<file path="src/rtl/core/sbiu_pkg.sv">
// sbiu_pkg: shared constants, codes and control types of the scoreboard issue unit
// used by the interfaces, controller, datapath, top level and checker
package sbiu_pkg;

  // default sizes handed to the top level parameters
  localparam int unsigned PIPES_DEF = 4;
  localparam int unsigned REGS_DEF  = 32;

  // field widths
  localparam int unsigned ACT_W   = 2;
  localparam int unsigned PIPE_W  = 2;
  localparam int unsigned CLS_W   = 2;
  localparam int unsigned REG_W   = 5;
  localparam int unsigned SLOT_W  = 2;
  localparam int unsigned OUTC_W  = 2;
  localparam int unsigned AGE_W   = 8;
  localparam int unsigned UNITS   = 4;

  // action codes
  localparam logic [ACT_W-1:0] ACT_ISSUE     = 2'd0;
  localparam logic [ACT_W-1:0] ACT_RELEASE   = 2'd1;
  localparam logic [ACT_W-1:0] ACT_UNIT_DONE = 2'd2;

  // instruction classes
  localparam logic [CLS_W-1:0] CLS_ALU    = 2'd0;
  localparam logic [CLS_W-1:0] CLS_BRANCH = 2'd1;
  localparam logic [CLS_W-1:0] CLS_LDST   = 2'd2;
  localparam logic [CLS_W-1:0] CLS_NONE   = 2'd3;

  // unit slots
  localparam logic [SLOT_W-1:0] SLOT_ALU0   = 2'd0;
  localparam logic [SLOT_W-1:0] SLOT_ALU1   = 2'd1;
  localparam logic [SLOT_W-1:0] SLOT_BRANCH = 2'd2;
  localparam logic [SLOT_W-1:0] SLOT_LDST   = 2'd3;

  // result outcomes
  localparam logic [OUTC_W-1:0] OUTC_ISSUED  = 2'd0;
  localparam logic [OUTC_W-1:0] OUTC_STALLED = 2'd1;
  localparam logic [OUTC_W-1:0] OUTC_BLOCKED = 2'd2;
  localparam logic [OUTC_W-1:0] OUTC_DONE    = 2'd3;

  localparam logic [AGE_W-1:0]  AGE_MAX   = '1;
  localparam logic [UNITS-1:0]  BUSY_ALL  = '1;

  // controller to datapath commands
  typedef struct packed {
    logic load;        // capture the accepted item
    logic scan_first;  // first step of the age scan
    logic scan_en;     // one step of the age scan
    logic commit;      // update state and write the result register
  } sbiu_cmd_t;

  // datapath to controller status
  typedef struct packed {
    logic out_free;    // result register can take a new result
  } sbiu_status_t;

endpackage

</file>
<file path="src/rtl/core/sbiu_in_if.sv">
// sbiu_in_if: input channel of the scoreboard issue unit, one decoded item per transfer
// depends on sbiu_pkg for field widths
interface sbiu_in_if import sbiu_pkg::*; ();
  logic              valid;
  logic              ready;
  logic [ACT_W-1:0]  action;
  logic [PIPE_W-1:0] pipe;
  logic [CLS_W-1:0]  instr_class;
  logic              is_halt;
  logic              is_load_imm;
  logic [REG_W-1:0]  dest_reg;
  logic [REG_W-1:0]  src1_reg;
  logic [REG_W-1:0]  src2_reg;
  logic [SLOT_W-1:0] done_slot;

  modport source (
    output valid, action, pipe, instr_class, is_halt, is_load_imm,
           dest_reg, src1_reg, src2_reg, done_slot,
    input  ready
  );
  modport sink (
    input  valid, action, pipe, instr_class, is_halt, is_load_imm,
           dest_reg, src1_reg, src2_reg, done_slot,
    output ready
  );
endinterface

</file>
<file path="src/rtl/core/sbiu_out_if.sv">
// sbiu_out_if: result channel of the scoreboard issue unit, one result per transfer
// depends on sbiu_pkg for field widths
interface sbiu_out_if import sbiu_pkg::*; ();
  logic              valid;
  logic              ready;
  logic [OUTC_W-1:0] outcome;
  logic [SLOT_W-1:0] slot_used;
  logic [AGE_W-1:0]  pipe_age;

  modport source (output valid, outcome, slot_used, pipe_age, input ready);
  modport sink   (input valid, outcome, slot_used, pipe_age, output ready);
endinterface

</file>
<file path="src/rtl/core/sbiu_ctrl.sv">
// sbiu_ctrl: sequencer of the scoreboard issue unit (accept, age scan, commit)
// depends on sbiu_pkg for the command and status types
module sbiu_ctrl import sbiu_pkg::*; #(
  parameter int unsigned PIPES = PIPES_DEF,
  localparam int unsigned PW   = (PIPES > 1) ? $clog2(PIPES) : 1
) (
  input  logic         clk_i,
  input  logic         rst_ni,
  input  logic         in_valid_i,
  output logic         in_ready_o,
  input  sbiu_status_t status_i,
  output sbiu_cmd_t    cmd_o,
  output logic [PW-1:0] scan_idx_o
);

  localparam logic [1:0] ST_IDLE = 2'd0;
  localparam logic [1:0] ST_SCAN = 2'd1;
  localparam logic [1:0] ST_EXEC = 2'd2;

  localparam logic [PW-1:0] LAST_PIPE = PW'(PIPES - 1);

  logic [1:0]    state_q, state_d;
  logic [PW-1:0] cnt_q, cnt_d;
  logic          in_fire;

  assign in_ready_o = (state_q == ST_IDLE);
  assign in_fire    = in_valid_i && in_ready_o;
  assign scan_idx_o = cnt_q;

  // next state and commands
  always_comb begin
    state_d          = state_q;
    cnt_d            = cnt_q;
    cmd_o.load       = 1'b0;
    cmd_o.scan_first = 1'b0;
    cmd_o.scan_en    = 1'b0;
    cmd_o.commit     = 1'b0;
    case (state_q)
      ST_IDLE: begin
        if (in_fire) begin
          cmd_o.load = 1'b1;
          cnt_d      = '0;
          state_d    = ST_SCAN;
        end
      end
      ST_SCAN: begin
        cmd_o.scan_en    = 1'b1;
        cmd_o.scan_first = (cnt_q == '0);
        if (cnt_q == LAST_PIPE) begin
          state_d = ST_EXEC;
        end else begin
          cnt_d = cnt_q + 1'b1;
        end
      end
      ST_EXEC: begin
        if (status_i.out_free) begin
          cmd_o.commit = 1'b1;
          state_d      = ST_IDLE;
        end
      end
      default: begin
        state_d = ST_IDLE;
      end
    endcase
  end

  // state registers
  always_ff @(posedge clk_i or negedge rst_ni) begin
    if (!rst_ni) begin
      state_q <= ST_IDLE;
      cnt_q   <= '0;
    end else begin
      state_q <= state_d;
      cnt_q   <= cnt_d;
    end
  end

endmodule

</file>
<file path="src/rtl/core/sbiu_dpath.sv">
// sbiu_dpath: scoreboard state, age scan, issue decision and result register
// depends on sbiu_pkg and the sbiu_out_if interface
module sbiu_dpath import sbiu_pkg::*; #(
  parameter int unsigned PIPES = PIPES_DEF,
  parameter int unsigned REGS  = REGS_DEF,
  localparam int unsigned PW   = (PIPES > 1) ? $clog2(PIPES) : 1
) (
  input  logic              clk_i,
  input  logic              rst_ni,
  input  sbiu_cmd_t         cmd_i,
  output sbiu_status_t      status_o,
  input  logic [PW-1:0]     scan_idx_i,
  input  logic [ACT_W-1:0]  action_i,
  input  logic [PIPE_W-1:0] pipe_i,
  input  logic [CLS_W-1:0]  instr_class_i,
  input  logic              is_halt_i,
  input  logic              is_load_imm_i,
  input  logic [REG_W-1:0]  dest_reg_i,
  input  logic [REG_W-1:0]  src1_reg_i,
  input  logic [REG_W-1:0]  src2_reg_i,
  input  logic [SLOT_W-1:0] done_slot_i,
  sbiu_out_if.source        out_o
);

  localparam int unsigned RW = $clog2(REGS);

  // captured item
  logic [ACT_W-1:0]  act_q;
  logic [PIPE_W-1:0] pipe_q;
  logic [CLS_W-1:0]  cls_q;
  logic              halt_q, ldi_q;
  logic [REG_W-1:0]  rd_q, rs1_q, rs2_q;
  logic [SLOT_W-1:0] dslot_q;

  // scoreboard state
  logic [REGS-1:0]  reg_ready_q, reg_ready_d;
  logic [UNITS-1:0] busy_q [PIPES];
  logic [UNITS-1:0] busy_d [PIPES];
  logic [AGE_W-1:0] age_q  [PIPES];
  logic [AGE_W-1:0] age_d  [PIPES];
  logic [PIPES-1:0] occ_q, occ_d;
  logic [AGE_W-1:0] max_q, max_d;

  // result register
  logic              out_valid_q;
  logic [OUTC_W-1:0] outc_q, outc_d;
  logic [SLOT_W-1:0] slot_q, slot_d;
  logic [AGE_W-1:0]  rage_q, rage_d;

  logic          pipe_ok;
  logic [PW-1:0] pidx;
  logic [RW-1:0] rd_idx, rs1_idx, rs2_idx;
  logic          ok_rd, ok_rs1, ok_rs2, src_ready, pass;
  logic [UNITS-1:0] busy_cur;
  logic [AGE_W-1:0] age_cur, scan_base;
  logic [SLOT_W-1:0] take;
  logic          take_ok;

  assign status_o.out_free = !out_valid_q || out_o.ready;

  assign out_o.valid     = out_valid_q;
  assign out_o.outcome   = outc_q;
  assign out_o.slot_used = slot_q;
  assign out_o.pipe_age  = rage_q;

  // index decode; registers beyond the file read as ready
  assign pipe_ok  = 32'(pipe_q) < PIPES;
  assign pidx     = PW'(pipe_q);
  assign rd_idx   = RW'(rd_q);
  assign rs1_idx  = RW'(rs1_q);
  assign rs2_idx  = RW'(rs2_q);
  assign ok_rd    = (32'(rd_q)  >= REGS) || reg_ready_q[rd_idx];
  assign ok_rs1   = (32'(rs1_q) >= REGS) || reg_ready_q[rs1_idx];
  assign ok_rs2   = (32'(rs2_q) >= REGS) || reg_ready_q[rs2_idx];
  assign busy_cur = pipe_ok ? busy_q[pidx] : '0;
  assign age_cur  = pipe_ok ? age_q[pidx]  : '0;

  // per-class operand readiness
  always_comb begin
    case (cls_q)
      CLS_ALU:    src_ready = ok_rd && ok_rs1 && ok_rs2;
      CLS_BRANCH: src_ready = halt_q || (ok_rs1 && ok_rs2);
      CLS_LDST:   src_ready = ok_rd && (ldi_q || ok_rs1);
      default:    src_ready = 1'b0;
    endcase
  end

  // slot choice for the class
  always_comb begin
    take    = SLOT_ALU0;
    take_ok = 1'b0;
    case (cls_q)
      CLS_ALU: begin
        if (!busy_cur[SLOT_ALU0]) begin
          take    = SLOT_ALU0;
          take_ok = src_ready;
        end else if (!busy_cur[SLOT_ALU1]) begin
          take    = SLOT_ALU1;
          take_ok = src_ready;
        end
      end
      CLS_BRANCH: begin
        take    = SLOT_BRANCH;
        take_ok = src_ready && !busy_cur[SLOT_BRANCH];
      end
      CLS_LDST: begin
        take    = SLOT_LDST;
        take_ok = src_ready && !busy_cur[SLOT_LDST];
      end
      default: begin
        take_ok = 1'b0;
      end
    endcase
  end

  // issue check: ready operands on an already waiting pipe, or oldest-first against the scanned maximum age
  assign pass = (src_ready && (age_cur != '0)) || (age_cur == max_q);

  // age scan step: the attempting pipe counts as occupied
  assign scan_base = cmd_i.scan_first ? '0 : max_q;
  always_comb begin
    max_d = scan_base;
    if ((occ_q[scan_idx_i] || (32'(scan_idx_i) == 32'(pipe_q))) &&
        (age_q[scan_idx_i] > scan_base)) begin
      max_d = age_q[scan_idx_i];
    end
  end

  // state update and result of the step
  always_comb begin
    reg_ready_d = reg_ready_q;
    busy_d      = busy_q;
    age_d       = age_q;
    occ_d       = occ_q;
    outc_d      = OUTC_BLOCKED;
    slot_d      = SLOT_ALU0;
    case (act_q)
      ACT_RELEASE: begin
        if (32'(rd_q) < REGS) begin
          reg_ready_d[rd_idx] = 1'b1;
        end
        outc_d = OUTC_DONE;
      end
      ACT_UNIT_DONE: begin
        if (pipe_ok) begin
          busy_d[pidx] = busy_cur & ~(UNITS'(1) << dslot_q);
        end
        outc_d = OUTC_DONE;
      end
      ACT_ISSUE: begin
        if (pipe_ok && (cls_q != CLS_NONE)) begin
          occ_d[pidx] = 1'b1;
          if ((busy_cur != BUSY_ALL) && pass) begin
            if (take_ok) begin
              busy_d[pidx] = busy_cur | (UNITS'(1) << take);
              if ((cls_q != CLS_BRANCH) && (32'(rd_q) < REGS)) begin
                reg_ready_d[rd_idx] = 1'b0;
              end
              occ_d[pidx] = 1'b0;
              age_d[pidx] = '0;
              outc_d      = OUTC_ISSUED;
              slot_d      = take;
            end else begin
              if (age_cur != AGE_MAX) begin
                age_d[pidx] = age_cur + 1'b1;
              end
              outc_d = OUTC_STALLED;
            end
          end
        end
      end
      default: begin
        outc_d = OUTC_BLOCKED;
      end
    endcase
    rage_d = pipe_ok ? age_d[pidx] : '0;
  end

  // captured item, scan register and result register
  always_ff @(posedge clk_i) begin
    if (cmd_i.load) begin
      act_q   <= action_i;
      pipe_q  <= pipe_i;
      cls_q   <= instr_class_i;
      halt_q  <= is_halt_i;
      ldi_q   <= is_load_imm_i;
      rd_q    <= dest_reg_i;
      rs1_q   <= src1_reg_i;
      rs2_q   <= src2_reg_i;
      dslot_q <= done_slot_i;
    end
    if (cmd_i.scan_en) begin
      max_q <= max_d;
    end
    if (cmd_i.commit) begin
      outc_q <= outc_d;
      slot_q <= slot_d;
      rage_q <= rage_d;
    end
  end

  // scoreboard state
  always_ff @(posedge clk_i or negedge rst_ni) begin
    if (!rst_ni) begin
      reg_ready_q <= '1;
      occ_q       <= '0;
      for (int i = 0; i < PIPES; i++) begin
        busy_q[i] <= '0;
        age_q[i]  <= '0;
      end
    end else if (cmd_i.commit) begin
      reg_ready_q <= reg_ready_d;
      occ_q       <= occ_d;
      busy_q      <= busy_d;
      age_q       <= age_d;
    end
  end

  // result valid flag
  always_ff @(posedge clk_i or negedge rst_ni) begin
    if (!rst_ni) begin
      out_valid_q <= 1'b0;
    end else if (cmd_i.commit) begin
      out_valid_q <= 1'b1;
    end else if (out_o.ready) begin
      out_valid_q <= 1'b0;
    end
  end

endmodule

</file>
<file path="src/rtl/core/scoreboard_issue_unit_top.sv">
// scoreboard_issue_unit_top: scoreboard issue stage shared by several pipelines
// instantiates sbiu_ctrl and sbiu_dpath; uses sbiu_pkg, sbiu_in_if and sbiu_out_if
//
// usage:
//   in_i carries one action per transfer: an issue attempt for a pipeline, a
//   register release, or a unit slot completion. out_o carries exactly one
//   result per accepted item (outcome, slot taken, pipeline age), in order.
//   sequence: after the input transfer the controller walks the pipelines one
//   per cycle to find the oldest waiting age, then commits the scoreboard
//   update and the result once the result register is free.
//   overlap: the next item is taken as soon as the previous one has been
//   committed into the result register, even if that result is still
//   waiting; until then no new item is accepted.
//   stall: when out_o.ready is low, the finished result holds in the result
//   register; a following item runs its scan and then waits to commit.
//   reset: all registers read ready, all unit slots free, all ages zero,
//   no pipeline waiting, and no result pending.
module scoreboard_issue_unit_top import sbiu_pkg::*; #(
  parameter int unsigned PIPES = PIPES_DEF,
  parameter int unsigned REGS  = REGS_DEF
) (
  input  logic       clk_i,
  input  logic       rst_ni,
  sbiu_in_if.sink    in_i,
  sbiu_out_if.source out_o
);

  localparam int unsigned PW = (PIPES > 1) ? $clog2(PIPES) : 1;

  sbiu_cmd_t     cmd;
  sbiu_status_t  status;
  logic [PW-1:0] scan_idx;
  logic          in_ready;

  assign in_i.ready = in_ready;

  // sequencer
  sbiu_ctrl #(
    .PIPES (PIPES)
  ) u_ctrl (
    .clk_i      (clk_i),
    .rst_ni     (rst_ni),
    .in_valid_i (in_i.valid),
    .in_ready_o (in_ready),
    .status_i   (status),
    .cmd_o      (cmd),
    .scan_idx_o (scan_idx)
  );

  // scoreboard datapath
  sbiu_dpath #(
    .PIPES (PIPES),
    .REGS  (REGS)
  ) u_dpath (
    .clk_i         (clk_i),
    .rst_ni        (rst_ni),
    .cmd_i         (cmd),
    .status_o      (status),
    .scan_idx_i    (scan_idx),
    .action_i      (in_i.action),
    .pipe_i        (in_i.pipe),
    .instr_class_i (in_i.instr_class),
    .is_halt_i     (in_i.is_halt),
    .is_load_imm_i (in_i.is_load_imm),
    .dest_reg_i    (in_i.dest_reg),
    .src1_reg_i    (in_i.src1_reg),
    .src2_reg_i    (in_i.src2_reg),
    .done_slot_i   (in_i.done_slot),
    .out_o         (out_o)
  );

endmodule

</file>
<file path="src/flat_wrapper.sv">
// flat-port wrapper written by rule: the top's interface ports become plain ports
module scoreboard_issue_unit_top_flat import sbiu_pkg::*;
#(
  parameter int unsigned PIPES = PIPES_DEF,
  parameter int unsigned REGS  = REGS_DEF
)
  (clk_i, rst_ni, in_i_valid, in_i_action, in_i_pipe, in_i_instr_class, in_i_is_halt, in_i_is_load_imm, in_i_dest_reg, in_i_src1_reg, in_i_src2_reg, in_i_done_slot, in_i_ready, out_o_valid, out_o_outcome, out_o_slot_used, out_o_pipe_age, out_o_ready);
  sbiu_in_if in_i_i ();
  sbiu_out_if out_o_i ();
  input  logic clk_i;
  input  logic rst_ni;
  input wire logic [$bits(in_i_i.valid)-1:0] in_i_valid;
  input wire logic [$bits(in_i_i.action)-1:0] in_i_action;
  input wire logic [$bits(in_i_i.pipe)-1:0] in_i_pipe;
  input wire logic [$bits(in_i_i.instr_class)-1:0] in_i_instr_class;
  input wire logic [$bits(in_i_i.is_halt)-1:0] in_i_is_halt;
  input wire logic [$bits(in_i_i.is_load_imm)-1:0] in_i_is_load_imm;
  input wire logic [$bits(in_i_i.dest_reg)-1:0] in_i_dest_reg;
  input wire logic [$bits(in_i_i.src1_reg)-1:0] in_i_src1_reg;
  input wire logic [$bits(in_i_i.src2_reg)-1:0] in_i_src2_reg;
  input wire logic [$bits(in_i_i.done_slot)-1:0] in_i_done_slot;
  output wire logic [$bits(in_i_i.ready)-1:0] in_i_ready;
  output wire logic [$bits(out_o_i.valid)-1:0] out_o_valid;
  output wire logic [$bits(out_o_i.outcome)-1:0] out_o_outcome;
  output wire logic [$bits(out_o_i.slot_used)-1:0] out_o_slot_used;
  output wire logic [$bits(out_o_i.pipe_age)-1:0] out_o_pipe_age;
  input wire logic [$bits(out_o_i.ready)-1:0] out_o_ready;
  assign in_i_i.valid = in_i_valid;
  assign in_i_i.action = in_i_action;
  assign in_i_i.pipe = in_i_pipe;
  assign in_i_i.instr_class = in_i_instr_class;
  assign in_i_i.is_halt = in_i_is_halt;
  assign in_i_i.is_load_imm = in_i_is_load_imm;
  assign in_i_i.dest_reg = in_i_dest_reg;
  assign in_i_i.src1_reg = in_i_src1_reg;
  assign in_i_i.src2_reg = in_i_src2_reg;
  assign in_i_i.done_slot = in_i_done_slot;
  assign in_i_ready = in_i_i.ready;
  assign out_o_valid = out_o_i.valid;
  assign out_o_outcome = out_o_i.outcome;
  assign out_o_slot_used = out_o_i.slot_used;
  assign out_o_pipe_age = out_o_i.pipe_age;
  assign out_o_i.ready = out_o_ready;
  scoreboard_issue_unit_top #(.PIPES(PIPES), .REGS(REGS)) u_core (.clk_i(clk_i), .rst_ni(rst_ni), .in_i(in_i_i), .out_o(out_o_i));
endmodule
</file>
<file path="config.mk">
export PLATFORM = sky130hd
export DESIGN_NAME = scoreboard_issue_unit_top_flat
export DESIGN_NICKNAME = d
export VERILOG_FILES = /design/src/rtl/core/sbiu_pkg.sv /design/src/rtl/core/sbiu_in_if.sv /design/src/rtl/core/sbiu_out_if.sv /design/src/rtl/core/sbiu_ctrl.sv /design/src/rtl/core/sbiu_dpath.sv /design/src/rtl/core/scoreboard_issue_unit_top.sv /design/src/flat_wrapper.sv
export SDC_FILE = /design/constraint.sdc
export NUM_CORES = 1
export LEC_CHECK = 0
export ABC_AREA = 0
export BUFFER_PORTS_ARGS = -buffer_cell sky130_fd_sc_hd__buf_2
export CORE_ASPECT_RATIO = 1.25
export CORE_MARGIN = 1.5
export CORE_UTILIZATION = 62
export DETAILED_ROUTE_END_ITERATION = 12
export GPL_ROUTABILITY_DRIVEN = 0
export GPL_TIMING_DRIVEN = 0
export PLACE_DENSITY = 0.93
export SLEW_MARGIN = 20
export SYNTH_ARGS = -nofsm -noshare
export SYNTH_HDL_FRONTEND = slang
export SYNTH_SLANG_ARGS = --single-unit
</file>
<file path="constraint.sdc">
create_clock -name clk_i -period 4.36 [get_ports clk_i]
set_clock_uncertainty 0.05 [all_clocks]
set_input_delay 0.218 -clock clk_i [delete_from_list [all_inputs] [get_ports clk_i]]
set_output_delay 0.218 -clock clk_i [all_outputs]
set_load 0.01 [all_outputs]
</file>
Word-level counts from Yosys, hierarchy flattened
Cells that the tools add are included.
{"block": "word_totals", "word_cells": 186, "reg_bits": 134, "input_bits": 29}
{"block": "op_classes", "n_addsub": 2, "n_reduce_logical": 37, "bitwise_logic": 13, "n_mux": 74, "n_shift": 2, "n_lt_le_gt_ge": 11, "n_eq_ne": 21}
{"cell": "32-bit 2-to-1 mux", "count": 9}
{"cell": "8-bit 2-to-1 mux", "count": 9}
{"cell": "32-bit AND", "count": 2}
{"cell": "32-bit NOT", "count": 2}
{"cell": "32-bit case mux with 2 select lines", "count": 1}
{"cell": "8-bit binary-select mux with 2-bit select", "count": 3}
{"cell": "16-bit 2-to-1 mux", "count": 3}
{"cell": "16-bit bitwise mux", "count": 2}
{"cell": "32-bit bitwise mux", "count": 1}
{"cell": "32-bit bitwise OR", "count": 1}
{"cell": "16-bit case mux with 2 select lines", "count": 1}
{"cell": "4-bit 2-to-1 mux", "count": 5}
{"cell": "5-bit by 6-bit less-than comparator with 1-bit output (second input constant)", "count": 3}
{"cell": "1-bit 2-to-1 mux", "count": 17}
{"cell": "8-bit demux with 2-bit select", "count": 1}
{"cell": "2-bit 2-to-1 mux", "count": 8}
{"cell": "1-bit binary-select mux with 5-bit select", "count": 3}
{"cell": "2-bit inequality test (second input constant)", "count": 7}
{"cell": "1-bit logical AND", "count": 13}
{"cell": "2-bit case mux with 3 select lines", "count": 2}
{"cell": "3-bit AND reduction", "count": 3}
{"cell": "8-bit by 1-bit adder with 8-bit output (second input constant)", "count": 1}
{"cell": "4-bit AND", "count": 2}
{"cell": "4-bit binary-select mux with 2-bit select", "count": 1}
{"cell": "other kinds (33)", "count": 60}

Logic depth before layout (Yosys ltp)
{"block": "depth", "word_depth": 15, "depth_mapped": 17}

Hierarchy
A second synthesis with hierarchy kept.
{"block": "hier_totals", "hier_cells": 657, "hier_area_um2": 7682.4}
{"module": "sbiu_dpath", "n_inst": 1, "area_per_inst_um2": 7424.6, "cells_per_inst": 631}
{"module": "sbiu_ctrl", "n_inst": 1, "area_per_inst_um2": 257.7, "cells_per_inst": 26}

Worst setup path before layout
No wires, ideal clock.
{"block": "synth_timing", "path_kind": "register -> register", "start": "register u_core.u_ctrl.cnt_q[0] (netlist: u_core.u_ctrl.scan_idx_o[0])", "end": "register u_core.u_dpath.max_q[1] (data pin)", "stages_incl_launch_ff": 14, "setup_ps": 265, "path_buffers": 2, "setup_slack_ps": 916, "arrival_time_ps": 3128, "cell_sequence": "dfrtp_1 > buf_1 > mux4_2 > ha_1 > nor2b_1 > o21a_1 > o21ai_0 > nand2b_1 > a21oi_1 > nor2_1 > a211oi_1 > a211oi_1 > clkbuf_1 > o21ai_0"}
{"block": "synth_between", "elab_chain_cells": 7, "elab_cells_between_ends": 14}
{"item": "start, declared", "line": "sbiu_ctrl.sv:23", "source": "logic [PW-1:0] cnt_q, cnt_d;"}
{"item": "start signal, assigned", "line": "sbiu_ctrl.sv:74", "source": "cnt_q <= cnt_d;"}
{"item": "2-bit NOT with 3-bit output (not written as such)", "line": "sbiu_dpath.sv:124, sbiu_dpath.sv:125"}
{"item": "8-bit binary-select mux with 2-bit select", "line": "sbiu_dpath.sv:124, sbiu_dpath.sv:125"}
{"item": "8-bit 2-to-1 mux (not written as such) (2 in a row)", "line": "sbiu_dpath.sv:124, sbiu_dpath.sv:125"}
{"item": "8-bit greater-than comparator", "line": "sbiu_dpath.sv:124", "source": "(age_q[scan_idx_i] > scan_base)) begin"}
{"item": "1-bit logical AND", "line": "sbiu_dpath.sv:123", "source": "if ((occ_q[scan_idx_i] || (32'(scan_idx_i) == 32'(pipe_q))) &&"}
{"item": "8-bit 2-to-1 mux (*)", "line": "sbiu_dpath.sv:123"}
{"item": "net u_core.u_dpath.max_d[1]", "line": "sbiu_dpath.sv:42", "source": "logic [AGE_W-1:0] max_q, max_d;"}
{"item": "end signal, assigned", "line": "sbiu_dpath.sv:193", "source": "max_q <= max_d;"}
{"item": "end, declared", "line": "sbiu_dpath.sv:42"}
Mark *: on every way through the listed nets, which the timed path passes. The rest lies on a longest branch. The select of a mux whose other input is x is not followed.
A chain may end at the register's enable or synchronous reset.

==> results.py <==
metrics = {
    "outcome": {
        "outcome": "finished, final reports clean",
    },
    "yosys": {
        "yosys.area.top_type_share_pct": 18.48,
        "synthMuxAreaShare_pct": 17.41,
        "synth-seq-area-share_pct": 46.89,
        "synth-xor-area-share_pct": 1.816,
        "synth_top_area_cell": "dfrtp_1",
        "synth_top_family_by_area": "multiplexers",
        "syn-num-nets": 723,
        "ys_types": 56,
        "ys_seq_elements": 134,
        "syn_area_per_cell_um2": 11.47,
        "yosysWarnings": 0,
        "synth-simple-area-share_pct": 11.04,
        "ys_top_cells_by_area": "dfrtp_1 18%, edfxtp_1 18%, dfstp_2 11%",
        "ys.flop_type": "dfrtp_1",
        "async_reset_ff_share_pct": 66.42,
        "postSynthCellCount": 673,
        "synth_area_um2": 7717,
        "synthAdderAreaFrac_pct": 3.405,
        "synth_edf_count": 45,
        "synth_compound_gate_area_share_pct": 15.87,
    },
    "floorplanning": {
        "rows": 45,
        "initial_core_util_pct": 63.46,
        "core_area_um2": 12160,
        "io-pin-count": 43,
        "dieArea_um2": 13130,
        "fp.dieH_um": 127.7,
        "die_w_um": 102.8,
    },
    "timing": {
        "relSlewSlack_pct": 47.05,
        "slew_violations": 0,
        "whs_ns": 0.04848,
        "fmax_mhz": 235.5,
        "hold_viol_final": 0,
        "rsz0062_at_grt": "false",
        "worst_pin_slew_ns": 0.7893,
        "min_period_ns": 4.246,
        "post-route-period-util_pct": 97.38,
        "finalSetupViolCount": 0,
    },
    "finish": {
        "fillCellCount": 730,
        "multi_input_area_um2": 3851,
        "syn_to_final_growth_pct": 17.06,
        "stdcell_count": 938,
        "antenna_cells": 0,
        "seq_area_um2": 3618,
        "final_area_um2": 9034,
        "fin_util_pct": 74.28,
        "drive_gt1_share_pct": 24.16,
        "final_nets": 811,
    },
    "setup_path": {
        "crit_path_end_kind": "register",
        "cp.depth": 10,
        "slowest_stage": "nand3b_1",
        "critPathArrivalTime_ns": 4.50,
        "cp_cell_sequence": "clkbuf_1 > nand2_1 > o221ai_1 > o21ai_0 > a31oi_1 > o211ai_1 > a211o_1 > o32a_4 > nand3b_1 > o31ai_1",
        "worst_setup_path_start_kind": "register",
        "regToRegStartpoint": "u_core.u_dpath.rd_idx[0]$_DFFE_PP_",
        "cpLargestDelayFamily": "compound AO/OA/AOI/OAI gates",
        "r2r_slack_ns": 0.11,
        "ff2ff_path_depth": 10,
        "critical-path-max-stage-delay_ns": 0.57,
        "worstPathRequired_ns": 4.61,
        "critical_path_class": "reg -> reg",
        "critPathBufInv": 1,
        "path_max_fanout": 10,
        "cp-startpoint": "u_core.u_dpath.rd_idx[0]$_DFFE_PP_",
    },
    "cts": {
        "htree_levels": 4,
        "cts.sinks": 134,
        "cts_tree": "yes",
        "cts_buffers": 17,
        "clk_latency_ns": 0.43,
        "cts_max_path_buffers": 2,
        "clockRootBuffer": "clkbuf_16",
        "cts.clk_slew.worst_paths_ns": 0.06,
    },
    "routing": {
        "vias": 6856,
        "drc_errors": 0,
        "dr.pass1.iters": 8,
        "avgViaCountPerCell": 7.309,
        "antenna_left": 0,
        "drt-total-wl_um": 23540,
        "drt-wirelength-per-cell_um": 25.09,
        "drtIter0Drc": 847,
    },
    "power_and_ir_drop": {
        "p_leak_nw": 3.687,
        "ir_drop_uv": 386.8,
        "powerDensity_nw_per_um2": 481.3,
        "report.power.total_w": 0.004348,
    },
    "global_route": {
        "grt_overflow": 0,
        "grt.total_usage_pct": 37.65,
        "grt_pass1_wl_um": 36630,
        "antenna_found_initial": 0,
        "grt_pass1_vias": 6976,
        "grt_max_degree": 55,
    },
    "place": {
        "dpl.cell_count": 880,
        "hpwl_um": 14910,
        "place_area_um2": 8164,
        "io_buffers": 42,
    },
    "run": {
        "drv_cap": 0,
    },
    "worst_hold_path": {
        "hp-class": "in -> reg",
    },
}
## worst min-delay path by stage
stage | startpoint | endpoint | slack, ns | cells after the start
after floorplan | rst_ni | async pin | -0.13 | 0
after global placement | in_i_done_slot[0] | u_core.u_dpath.dslot_q[0]$_DFFE_PP_ | 0.34 | 1
after detailed placement | rst_ni | u_core.u_dpath.busy_q[12]$_DFFE_PN0P_ | 0.17 | 1
after CTS | out_o_ready | u_core.u_dpath.out_o.valid$_DFFE_PN0P_ | 0.05 | 3
after global routing | out_o_ready | u_core.u_dpath.out_o.valid$_DFFE_PN0P_ | 0.09 | 3
final | out_o_ready | u_core.u_dpath.out_o.valid$_DFFE_PN0P_ | 0.05 | 3
## layout by cell type (no fill, tap or decap), types with 3 or more instances in the layout
| master | n |
|---|---|
| dfrtp_1 | 57 |
| nand2_1 | 56 |
| buf_2 | 51 |
| mux2i_1 | 51 |
| o31ai_1 | 51 |
| edfxtp_1 | 45 |
| mux2_2 | 32 |
| dfstp_2 | 32 |
| nor2_1 | 30 |
| dlygate4sd3_1 | 26 |
| mux4_2 | 21 |
| ha_1 | 21 |
| clkbuf_1 | 20 |
| inv_1 | 19 |
| nand3_1 | 19 |
| nand2b_1 | 19 |
| nor3_1 | 18 |
| a22o_1 | 17 |
| clkbuf_16 | 17 |
| a21oi_1 | 15 |
| o21ai_0 | 15 |
| a32o_1 | 13 |
| xnor2_1 | 12 |
| nor2b_1 | 10 |
| a22oi_1 | 9 |
| nand4_1 | 7 |
| o2bb2ai_1 | 7 |
| o221ai_1 | 6 |
| buf_4 | 4 |
| a31oi_1 | 4 |
| xor2_1 | 4 |
| clkinv_4 | 4 |
| clkbuf_2 | 3 |
| and2_1 | 3 |
| a211oi_1 | 3 |
| a21o_1 | 3 |
| or2_2 | 3 |
| inv_6 | 3 |
## Yosys cell counts, drive strengths merged (2+ instances only)
cell type / number
inv: 19
o2bb2ai: 7
o21ai: 15
o211a: 2
a32o: 13
a211o: 2
o221ai: 6
mux2i: 51
mux4: 21
clkbuf: 20
a31oi: 4
dfstp: 32
nand2b: 19
nor2: 31
nor3: 19
a22o: 17
or3: 2
a22oi: 9
nor2b: 11
a21oi: 15
o211ai: 2
dfrtp: 57
nand4: 7
and2: 5
buf: 20
o22ai: 2
edfxtp: 45
ha: 21
o31ai: 52
nand2: 56
xnor2: 12
a211oi: 4
a221oi: 2
nand3: 19
a21o: 3
mux2: 32
or2: 3
xor2: 4
## worst min-delay path, stage by stage
cell and delay (ns):
buf_2 0.07, nand2b_1 0.14, nand2_1 0.06
## stage by stage
step,setup WS [ns],setup TNS [ns]
2_1_floorplan,0.9165,0
3_3_place_gp,-0.1917,-1.862
3_5_place_dp,-0.3064,-3.484
4_1_cts,0.06583,0
5_1_grt,0.02437,0
6_report,0.1144,0
## kinds of logic after synthesis
family	Yosys count
AOI/OAI and AO/OA	161
and+or+nand+nor	177
buffers and inverters	60
adders and majority gates	21
xor gates and xnor gates	16
muxes	104
DFF	134
## layout make-up
type	count	share of cell area, %
multi-input combinational	479	42.63
sequential	134	40.06
timing repair buffer	69	5.540
clock buffer	18	4.751
tap	164	2.271
buffer	40	2.258
clock inverter	14	1.662
inverter	20	0.8310
## repair_timing
item,4_1_cts,5_1_grt
setup buffers,0,0
hold buffers,26,0
endpoints found under the setup margin,37,17
resized for setup,2,7
hold endpoints to repair,53,0
## metal layers
layer / global-route usage, % / vias up / routed length (um)
met5: 0 / - / 0
met1: 40.64 / 3258 / 7554
met4: 26.55 / 0 / 1838
li1: - / 2755 / -
met2: 60.50 / 644 / 11320
met3: 13.96 / 199 / 2825
## power breakdown
part / switching (W) / internal, W / total (W)
Combinational: 0.000793 / 0.000472 / 0.00126
Sequential: 0.000139 / 0.00152 / 0.00166
Clock: 0.000576 / 0.000844 / 0.00142
Total: 0.00151 / 0.00284 / 0.00435
(Power assumes the default switching activity.)
